[config.mk]
export PLATFORM = sky130hd
export DESIGN_NAME = frustum_cube_cull
export DESIGN_NICKNAME = d
export VERILOG_FILES = /design/src/rtl/fcc_pkg.sv /design/src/rtl/fcc_mat_mem.sv /design/src/rtl/fcc_dot_unit.sv /design/src/rtl/fcc_seq.sv /design/src/rtl/frustum_cube_cull.sv
export SDC_FILE = /design/constraint.sdc
export NUM_CORES = 2
export LEC_CHECK = 0
export BUFFER_PORTS_ARGS = -buffer_cell sky130_fd_sc_hd__buf_2
export CORE_ASPECT_RATIO = 0.5
export CORE_MARGIN = 1.5
export CORE_UTILIZATION = 50
export CTS_CLUSTER_SIZE = 25
export DETAILED_ROUTE_END_ITERATION = 12
export PLACE_DENSITY = 0.68
export SYNTH_ARGS = -nofsm -noshare
export SYNTH_HDL_FRONTEND = slang
export SYNTH_HIERARCHICAL = 1
export SYNTH_SLANG_ARGS = --single-unit
export TNS_END_PERCENT = 100
[constraint.sdc]
create_clock -name i_clk -period 13.6 [get_ports i_clk]
set_input_delay 0.68 -clock i_clk [delete_from_list [all_inputs] [get_ports i_clk]]
set_output_delay 0.68 -clock i_clk [all_outputs]
set_load 0.01 [all_outputs]
[src/rtl/fcc_pkg.sv]
// ----------------------------------------------------------------------------
// fcc_pkg
// Shared types, codes and the clip plane table of the frustum cube cull block.
// ----------------------------------------------------------------------------
package fcc_pkg;

    // Request operation codes
    localparam logic OP_LOAD = 1'b0;
    localparam logic OP_TEST = 1'b1;

    // Matrix geometry: element index is column*4+row
    localparam int ELEM_W     = 32;
    localparam int IDX_W      = 4;
    localparam int HALF_W     = 31;
    localparam int COEF_W     = ELEM_W + 1;   // sum of two elements
    localparam int CORNER_W   = ELEM_W + 1;   // centre plus or minus half size
    localparam int PROD_W     = COEF_W + CORNER_W;
    localparam int ACC_W      = PROD_W + 2;   // sum of four terms
    localparam int PLANE_IDX_W = 3;
    localparam int MAX_PLANES = 6;

    // Column codes: three axis columns and the constant column
    localparam logic [1:0] COL_X = 2'd0;
    localparam logic [1:0] COL_Y = 2'd1;
    localparam logic [1:0] COL_Z = 2'd2;
    localparam logic [1:0] COL_D = 2'd3;

    // Row added to every plane but near
    localparam logic [1:0] ROW_W = 2'd3;

    // Constant term is scaled by one in Q16.16
    localparam logic signed [CORNER_W-1:0] D_SCALE = CORNER_W'(65536);

    typedef enum logic [1:0] {
        ST_IDLE,
        ST_RUN,
        ST_DONE
    } t_state;

    // Per plane recipe: which row, whether row 3 is added, whether row is negated
    typedef struct packed {
        logic [1:0] row;
        logic       use_w;
        logic       neg;
    } t_plane_cfg;

    // One column fetch issued by the sequencer
    typedef struct packed {
        logic       valid;
        logic [1:0] col;
        logic [1:0] row;
        logic       use_w;
        logic       neg;
    } t_issue;

    // Plane outcome reported by the dot product unit
    typedef struct packed {
        logic done;
        logic cull;
    } t_plane_res;

    function automatic t_plane_cfg plane_cfg(input logic [PLANE_IDX_W-1:0] idx);
        t_plane_cfg cfg;
        cfg = '0;
        unique case (idx)
            3'd0:    cfg = '{row: 2'd0, use_w: 1'b1, neg: 1'b1};  // right
            3'd1:    cfg = '{row: 2'd0, use_w: 1'b1, neg: 1'b0};  // left
            3'd2:    cfg = '{row: 2'd1, use_w: 1'b1, neg: 1'b0};  // bottom
            3'd3:    cfg = '{row: 2'd1, use_w: 1'b1, neg: 1'b1};  // top
            3'd4:    cfg = '{row: 2'd2, use_w: 1'b1, neg: 1'b1};  // far
            3'd5:    cfg = '{row: 2'd2, use_w: 1'b0, neg: 1'b0};  // near
            default: cfg = '0;
        endcase
        return cfg;
    endfunction

endpackage

[src/rtl/fcc_mat_mem.sv]
// ----------------------------------------------------------------------------
// fcc_mat_mem
// 16 x 32 matrix store, one write port and two registered read ports.
// ----------------------------------------------------------------------------
module fcc_mat_mem (
    input  logic                          i_clk,
    input  logic                          i_rst_n,
    input  logic                          i_we,
    input  logic [fcc_pkg::IDX_W-1:0]     i_waddr,
    input  logic [fcc_pkg::ELEM_W-1:0]    i_wdata,
    input  logic [fcc_pkg::IDX_W-1:0]     i_raddr_a,
    input  logic [fcc_pkg::IDX_W-1:0]     i_raddr_b,
    output logic [fcc_pkg::ELEM_W-1:0]    o_rdata_a,
    output logic [fcc_pkg::ELEM_W-1:0]    o_rdata_b
);
    import fcc_pkg::*;

    localparam int DEPTH = 1 << IDX_W;

    logic [ELEM_W-1:0] r_mem [DEPTH];
    logic [DEPTH-1:0]  r_valid;
    logic [ELEM_W-1:0] r_rd_a;
    logic [ELEM_W-1:0] r_rd_b;

    // Track written entries; unwritten ones read as zero
    always_ff @(posedge i_clk) begin
        if (!i_rst_n) begin
            r_valid <= '0;
        end else if (i_we) begin
            r_valid[i_waddr] <= 1'b1;
        end
    end

    // Write port
    always_ff @(posedge i_clk) begin
        if (i_we) begin
            r_mem[i_waddr] <= i_wdata;
        end
    end

    // Registered read ports
    always_ff @(posedge i_clk) begin
        r_rd_a <= r_valid[i_raddr_a] ? r_mem[i_raddr_a] : '0;
        r_rd_b <= r_valid[i_raddr_b] ? r_mem[i_raddr_b] : '0;
    end

    assign o_rdata_a = r_rd_a;
    assign o_rdata_b = r_rd_b;

endmodule

[src/rtl/fcc_dot_unit.sv]
// ----------------------------------------------------------------------------
// fcc_dot_unit
// Shared multiply-accumulate pipeline: builds one plane coefficient per cycle,
// multiplies it by the farthest cube corner or by one, and sums the plane.
// ----------------------------------------------------------------------------
module fcc_dot_unit (
    input  logic                           i_clk,
    input  logic                           i_rst_n,
    input  logic                           i_load,
    input  logic signed [fcc_pkg::ELEM_W-1:0] i_cube_x,
    input  logic signed [fcc_pkg::ELEM_W-1:0] i_cube_y,
    input  logic signed [fcc_pkg::ELEM_W-1:0] i_cube_z,
    input  logic [fcc_pkg::HALF_W-1:0]     i_half_size,
    input  fcc_pkg::t_issue                i_issue,
    input  logic                           i_flush,
    input  logic [fcc_pkg::ELEM_W-1:0]     i_elem_a,
    input  logic [fcc_pkg::ELEM_W-1:0]     i_elem_b,
    output fcc_pkg::t_plane_res            o_res
);
    import fcc_pkg::*;

    logic signed [CORNER_W-1:0] r_lo [3];
    logic signed [CORNER_W-1:0] r_hi [3];
    logic signed [CORNER_W-1:0] ext_c [3];
    logic signed [CORNER_W-1:0] ext_h;

    logic                     r_s1_valid;
    logic [1:0]               r_s1_col;
    logic                     r_s1_neg;
    logic                     r_s1_use_w;

    logic                     r_s2_valid;
    logic [1:0]               r_s2_col;
    logic signed [COEF_W-1:0] r_coef;
    logic signed [COEF_W-1:0] n_coef;

    logic                     r_s3_valid;
    logic [1:0]               r_s3_col;
    logic signed [PROD_W-1:0] r_prod;
    logic signed [PROD_W-1:0] n_prod;
    logic signed [CORNER_W-1:0] mul_op;

    logic signed [ACC_W-1:0]  r_acc;
    logic signed [ACC_W-1:0]  n_acc;
    logic signed [ACC_W-1:0]  prod_ext;

    // Cube corners on both sides of the centre, per axis
    always_comb begin
        ext_c[0] = {i_cube_x[ELEM_W-1], i_cube_x};
        ext_c[1] = {i_cube_y[ELEM_W-1], i_cube_y};
        ext_c[2] = {i_cube_z[ELEM_W-1], i_cube_z};
        ext_h    = {2'b00, i_half_size};
    end

    always_ff @(posedge i_clk) begin
        if (i_load) begin
            for (int k = 0; k < 3; k++) begin
                r_lo[k] <= ext_c[k] - ext_h;
                r_hi[k] <= ext_c[k] + ext_h;
            end
        end
    end

    // Stage valids: drop everything in flight on flush
    always_ff @(posedge i_clk) begin
        if (!i_rst_n || i_flush) begin
            r_s1_valid <= 1'b0;
            r_s2_valid <= 1'b0;
            r_s3_valid <= 1'b0;
        end else begin
            r_s1_valid <= i_issue.valid;
            r_s2_valid <= r_s1_valid;
            r_s3_valid <= r_s2_valid;
        end
    end

    // Coefficient: plus or minus the plane row, plus row 3 when used
    always_comb begin
        logic signed [COEF_W-1:0] va;
        logic signed [COEF_W-1:0] vb;
        va = {i_elem_a[ELEM_W-1], i_elem_a};
        vb = r_s1_use_w ? {i_elem_b[ELEM_W-1], i_elem_b} : '0;
        n_coef = (r_s1_neg ? -va : va) + vb;
    end

    // Farthest corner along the plane normal: high side for a non-negative term
    always_comb begin
        mul_op = D_SCALE;
        unique case (r_s2_col)
            COL_X: mul_op = r_coef[COEF_W-1] ? r_lo[0] : r_hi[0];
            COL_Y: mul_op = r_coef[COEF_W-1] ? r_lo[1] : r_hi[1];
            COL_Z: mul_op = r_coef[COEF_W-1] ? r_lo[2] : r_hi[2];
            COL_D: mul_op = D_SCALE;
            default: mul_op = D_SCALE;
        endcase
        n_prod = r_coef * mul_op;
    end

    // Stage payloads
    always_ff @(posedge i_clk) begin
        r_s1_col   <= i_issue.col;
        r_s1_neg   <= i_issue.neg;
        r_s1_use_w <= i_issue.use_w;
        r_s2_col   <= r_s1_col;
        r_coef     <= n_coef;
        r_s3_col   <= r_s2_col;
        r_prod     <= n_prod;
    end

    // Accumulate one plane, restarting on its first column
    always_comb begin
        prod_ext = {{(ACC_W-PROD_W){r_prod[PROD_W-1]}}, r_prod};
        n_acc    = (r_s3_col == COL_X) ? prod_ext : r_acc + prod_ext;
    end

    always_ff @(posedge i_clk) begin
        if (r_s3_valid) begin
            r_acc <= n_acc;
        end
    end

    assign o_res.done = r_s3_valid && (r_s3_col == COL_D);
    assign o_res.cull = n_acc[ACC_W-1];

endmodule

[src/rtl/fcc_seq.sv]
// ----------------------------------------------------------------------------
// fcc_seq
// Sequencer: walks planes and columns through the dot product unit, stops on
// the first culling plane and holds the result in the output register.
// ----------------------------------------------------------------------------
module fcc_seq #(
    parameter int PLANE_COUNT = 6
) (
    input  logic                  i_clk,
    input  logic                  i_rst_n,
    input  logic                  i_start,
    input  fcc_pkg::t_plane_res   i_res,
    input  logic                  i_out_ready,
    output logic                  o_in_ready,
    output fcc_pkg::t_issue       o_issue,
    output logic                  o_flush,
    output logic                  o_out_valid,
    output logic                  o_visible
);
    import fcc_pkg::*;

    localparam logic [PLANE_IDX_W-1:0] LAST_PLANE = PLANE_IDX_W'(PLANE_COUNT - 1);

    t_state                 r_state;
    t_state                 n_state;
    logic [PLANE_IDX_W-1:0] r_plane;
    logic [1:0]             r_col;
    logic                   r_issuing;
    logic [PLANE_IDX_W-1:0] r_done_cnt;
    logic                   r_vis_pend;
    logic                   r_out_valid;
    logic                   r_visible;
    logic                   finish;
    logic                   slot_free;
    t_plane_cfg             cfg;

    assign finish    = i_res.done && (i_res.cull || (r_done_cnt == LAST_PLANE));
    assign slot_free = !r_out_valid || i_out_ready;

    // Next state
    always_comb begin
        n_state = r_state;
        unique case (r_state)
            ST_IDLE: if (i_start) n_state = ST_RUN;
            ST_RUN:  if (finish) n_state = ST_DONE;
            ST_DONE: if (slot_free) n_state = ST_IDLE;
            default: n_state = ST_IDLE;
        endcase
    end

    always_ff @(posedge i_clk) begin
        if (!i_rst_n) begin
            r_state <= ST_IDLE;
        end else begin
            r_state <= n_state;
        end
    end

    // Outputs
    always_comb begin
        cfg           = plane_cfg(r_plane);
        o_in_ready    = 1'b0;
        o_flush       = 1'b0;
        o_issue       = '0;
        o_issue.col   = r_col;
        o_issue.row   = cfg.row;
        o_issue.use_w = cfg.use_w;
        o_issue.neg   = cfg.neg;
        unique case (r_state)
            ST_IDLE: o_in_ready = 1'b1;
            ST_RUN: begin
                o_issue.valid = r_issuing;
                o_flush       = finish;
            end
            ST_DONE: o_flush = 1'b0;
            default: o_in_ready = 1'b0;
        endcase
    end

    // Advance plane and column counters
    always_ff @(posedge i_clk) begin
        if (!i_rst_n) begin
            r_issuing  <= 1'b0;
            r_plane    <= '0;
            r_col      <= COL_X;
            r_done_cnt <= '0;
        end else if (r_state == ST_IDLE && i_start) begin
            r_issuing  <= 1'b1;
            r_plane    <= '0;
            r_col      <= COL_X;
            r_done_cnt <= '0;
        end else if (r_state == ST_RUN) begin
            if (r_issuing) begin
                r_col <= r_col + 2'd1;
                if (r_col == COL_D) begin
                    if (r_plane == LAST_PLANE) begin
                        r_issuing <= 1'b0;
                    end else begin
                        r_plane <= r_plane + 1'b1;
                    end
                end
            end
            if (i_res.done) begin
                r_done_cnt <= r_done_cnt + 1'b1;
            end
        end
    end

    // Hold the outcome until the output register is free
    always_ff @(posedge i_clk) begin
        if (r_state == ST_RUN && finish) begin
            r_vis_pend <= !i_res.cull;
        end
    end

    always_ff @(posedge i_clk) begin
        if (!i_rst_n) begin
            r_out_valid <= 1'b0;
        end else if (r_state == ST_DONE && slot_free) begin
            r_out_valid <= 1'b1;
        end else if (i_out_ready) begin
            r_out_valid <= 1'b0;
        end
    end

    always_ff @(posedge i_clk) begin
        if (r_state == ST_DONE && slot_free) begin
            r_visible <= r_vis_pend;
        end
    end

    assign o_out_valid = r_out_valid;
    assign o_visible   = r_visible;

endmodule

[src/rtl/frustum_cube_cull.sv]
// ----------------------------------------------------------------------------
// frustum_cube_cull
// View frustum test of an axis-aligned cube against six clip planes taken
// from a stored 4x4 view-projection matrix.
// ----------------------------------------------------------------------------
// Usage:
//   Input channel (i_in_valid / o_in_ready) carries two kinds of request.
//   A load request (i_op = 0) writes i_element_value at i_element_index
//   (column*4+row) and yields no result.
//   A test request (i_op = 1) checks the cube given by its centre and half
//   size and yields one result on the output channel (o_out_valid /
//   i_out_ready): o_visible = 0 when one plane has the whole cube outside.
//   A test is worked through one shared multiply-accumulate unit, one plane
//   column per cycle, four columns a plane, and ends early when an early plane
//   culls. o_in_ready is low while a test is in progress and rises with the
//   result, so the next request can be taken in the same cycle as the result.
//   The result sits in an output register; a new request is taken while it
//   waits. A stalled receiver holds the block after its next test finishes.
//   Reset clears the matrix to zero, empties the output and leaves the block
//   ready.
// ----------------------------------------------------------------------------
module frustum_cube_cull #(
    parameter int PLANE_COUNT = 6
) (
    input  logic                              i_clk,
    input  logic                              i_rst_n,
    input  logic                              i_in_valid,
    output logic                              o_in_ready,
    input  logic                              i_op,
    input  logic [fcc_pkg::IDX_W-1:0]         i_element_index,
    input  logic signed [fcc_pkg::ELEM_W-1:0] i_element_value,
    input  logic signed [fcc_pkg::ELEM_W-1:0] i_cube_x,
    input  logic signed [fcc_pkg::ELEM_W-1:0] i_cube_y,
    input  logic signed [fcc_pkg::ELEM_W-1:0] i_cube_z,
    input  logic [fcc_pkg::HALF_W-1:0]        i_half_size,
    output logic                              o_out_valid,
    input  logic                              i_out_ready,
    output logic                              o_visible
);
    import fcc_pkg::*;

    logic              in_accept;
    logic              load_req;
    logic              test_req;
    t_issue            issue;
    t_plane_res        res;
    logic              flush;
    logic [ELEM_W-1:0] elem_a;
    logic [ELEM_W-1:0] elem_b;

    // Decode accepted request
    assign in_accept = i_in_valid && o_in_ready;
    assign load_req  = in_accept && (i_op == OP_LOAD);
    assign test_req  = in_accept && (i_op == OP_TEST);

    fcc_mat_mem u_mem (
        .i_clk     (i_clk),
        .i_rst_n   (i_rst_n),
        .i_we      (load_req),
        .i_waddr   (i_element_index),
        .i_wdata   (i_element_value),
        .i_raddr_a ({issue.col, issue.row}),
        .i_raddr_b ({issue.col, ROW_W}),
        .o_rdata_a (elem_a),
        .o_rdata_b (elem_b)
    );

    fcc_dot_unit u_dot (
        .i_clk       (i_clk),
        .i_rst_n     (i_rst_n),
        .i_load      (test_req),
        .i_cube_x    (i_cube_x),
        .i_cube_y    (i_cube_y),
        .i_cube_z    (i_cube_z),
        .i_half_size (i_half_size),
        .i_issue     (issue),
        .i_flush     (flush),
        .i_elem_a    (elem_a),
        .i_elem_b    (elem_b),
        .o_res       (res)
    );

    fcc_seq #(
        .PLANE_COUNT (PLANE_COUNT)
    ) u_seq (
        .i_clk       (i_clk),
        .i_rst_n     (i_rst_n),
        .i_start     (test_req),
        .i_res       (res),
        .i_out_ready (i_out_ready),
        .o_in_ready  (o_in_ready),
        .o_issue     (issue),
        .o_flush     (flush),
        .o_out_valid (o_out_valid),
        .o_visible   (o_visible)
    );

endmodule

==> out/summary.txt <==
status = finished, violations left
failing checks = slew limit
Post-synth EDFFs = 777
WP buf/inv = 5
ys flop type = edfxtp_1
period utilization = 78.4%
worst setup path category = reg -> reg
source of the worst hold timing path = i_out_ready
clock skew = 102 ps
largest family of logic cells by synthesized area = adder cells
slowest cell on the critical path = fa_1
Worst setup EP type = register
Hold WS = 283 ps
Compound-Gate Fraction of Synth Area = 9.04%
CTS tree = done
core box area = 0.183 mm²
Area Overhead vs Synth = 7.01%
Syn. warnings = 6
Placed Area = 0.0953 mm²
Syn Inst Count = 8361
Worst R2R Start = u_dot/r_coef[32]
crit-path max FO = 60
antenna viol nets, final = 0
cell area after layout = 0.0986 mm²
Final Max Tran Viols = 68
delay-heaviest family, CP = adder cells
Critical Path RT = 14140 ps
Startpoint Class = register
DP Worst Slack = 3050 ps
floorplan row count = 111
DR iter-0 viols = 6186
GP Congestion = 0.954
# Max-Cap Violations = 0
initial antenna violation count = 32
Die Ht = 307 µm
share of post-route cells with drive strength above 1 = 10.4%
Final min period = 10660 ps
RSZ-0062 raised after global routing = false
CTS root buffer = clkbuf_16
setup TNS = 0 ps
GRT Residual Overflow = 0
Most common cell on crit path = fa_1
Synth top cells by count = inv_1, fa_1, edfxtp_1, nand2_1, ha_1
Post-Syn Area = 0.0922 mm²
cts repair resizes = 0
met3 Resource Use GR = 5.18%
sequential area share after synthesis = 29.7%
Die Width = 610 µm
Synth Area in Simple Gates = 10.9%
DR WL/cell = 22.9 µm
Mean Syn Cell Area = 11.0 µm²
post-synthesis xor/xnor area fraction = 3.44%
Slew HR = -191%
Setup crit start = u_dot/r_coef[32]
clk slew on worst S/H paths = 70 ps
#FFs+latches synth = 979
Die ar. = 0.187 mm²
# port buffers = 170
post-synthesis adder-cell area fraction = 32.0%
initial core utilization = 50.3%
CTS max path bufs = 3
CTS H-tree depth = 3
vias per cell = 5.80
Async S/R FF share, synth = 0%
Yosys cell types = 107
FMAX = 93.8 MHz
post-route DRC violation count = 0
GR Util met2 = 42.6%
Worst-Margin Slew = 4350 ps
pin count of the biggest net entering global routing = 133
TritonRoute pass-1 iters = 8
mux cell area share after synthesis = 7.63%
first-pass GRT wire length = 381000 µm
drt total wl = 248000 µm
leading post-synthesis cells by cell area = edfxtp_1, fa_1, mux4_2
total number of vias = 62700
io pins = 171
Hold Buf Count CTS = 0
Synth area leader = edfxtp_1
vias in the first global route = 64300
CP arrival = 11200 ps
Yosys top cell area share = 25.3%
critical path's largest stage delay = 1030 ps
# clock sinks = 979
HP Class = in -> reg
worst skew pair latency = 750 ps
Post-CTS Setup Bufs = 0
Final Hold Fails = 0
Final WS setup = 2940 ps
fin nets = 10100
hpwl dp = 178000 µm
GRT Overall Usage = 26.7%
Final Setup Violations = 0
met1 usage = 37.0%
gr busiest metal = met2
# fillers = 15600
count leader, synth = inv_1
TritonCTS Buffers = 93
[layout make-up]
| cell class | instances | area (µm²) | area share [%] |
|---|---|---|---|
| repair buffers | 274 | 1630 | 1.65 |
| inverters | 1273 | 4780 | 4.84 |
| well taps | 2429 | 3040 | 3.08 |
| flip-flops and latches | 979 | 27400 | 27.8 |
| clock inverters | 52 | 649 | 0.658 |
| clock buffers | 123 | 2660 | 2.69 |
| multi-input cells | 5673 | 58400 | 59.3 |
| diodes | 17 | 42.5 | 0.0431 |
[placed cells by master (no fill, tap or decap), drive strengths merged, types with 274 or more instances in the layout]
cell type and n:
a21oi 426, edfxtp 777, fa 1153, and2 482
nor2 325, buf 274, inv 1281, ha 511
nand2 745, mux4 294
[worst reg2reg max path: cells and delay by family (launching register included)]
kind	cells	cell delay, ps
muxes	2	400
AOI/OAI and AO/OA	10	2460
DFF	1	850
buffers and inverters	5	1680
and+or+nand+nor	2	220
adders and majority gates	9	4860
[state kept, by name, summed over array words and instances (netlist names), 2 cells and up]
name,flops
u_dot/r_hi,99
u_mem/r_mem,512
u_dot/r_coef,33
u_dot/r_s2_col,2
u_dot/r_prod,66
u_mem/r_valid,16
u_seq/r_plane,3
u_dot/r_s3_col,2
u_dot/r_acc,68
u_mem/o_rdata_b,32
u_mem/o_rdata_a,32
u_seq/r_state,2
u_seq/r_done_cnt,3
u_dot/r_lo,96
u_dot/r_s1_col,2
u_seq/r_col,2
[worst paths after layout]
check / to / slack [ps] / depth (start not counted)
max: u_dot/r_prod[65] / 2940 / 28
min: u_seq/o_out_valid / 280 / 3
max reg2reg: u_dot/r_prod[65] / 2940 / 28
min reg2reg: u_dot/r_s2_col[0] / 340 / 0
[through the flow]
stage               std cells  utilization, %
detailed placement      10600            52.0
global route            10800            53.8
floorplan                8365               -
global placement        10600            52.0
CTS                     10800            53.8
finish                  10800            53.8
[per-layer routing]
metal  vias up  part of all wire (%)
met1     31900                    42
met2      2701                    46
met3       463                   8.9
met5         -                 0.031
met4        12                   3.3
li1      27700                     -
[logic make-up after synthesis]
logic type | count (synthesis)
other | 1
adder cells (fa/ha/maj) | 1664
flip-flops | 979
XOR/XNOR | 362
AND/OR/NAND/NOR | 2037
multiplexers | 335
buffers and inverters | 1713
AO/OA/AOI/OAI | 1270
Power is not shown: default switching activity piles up to over one toggle a cycle in this logic, so the estimate is an artifact.
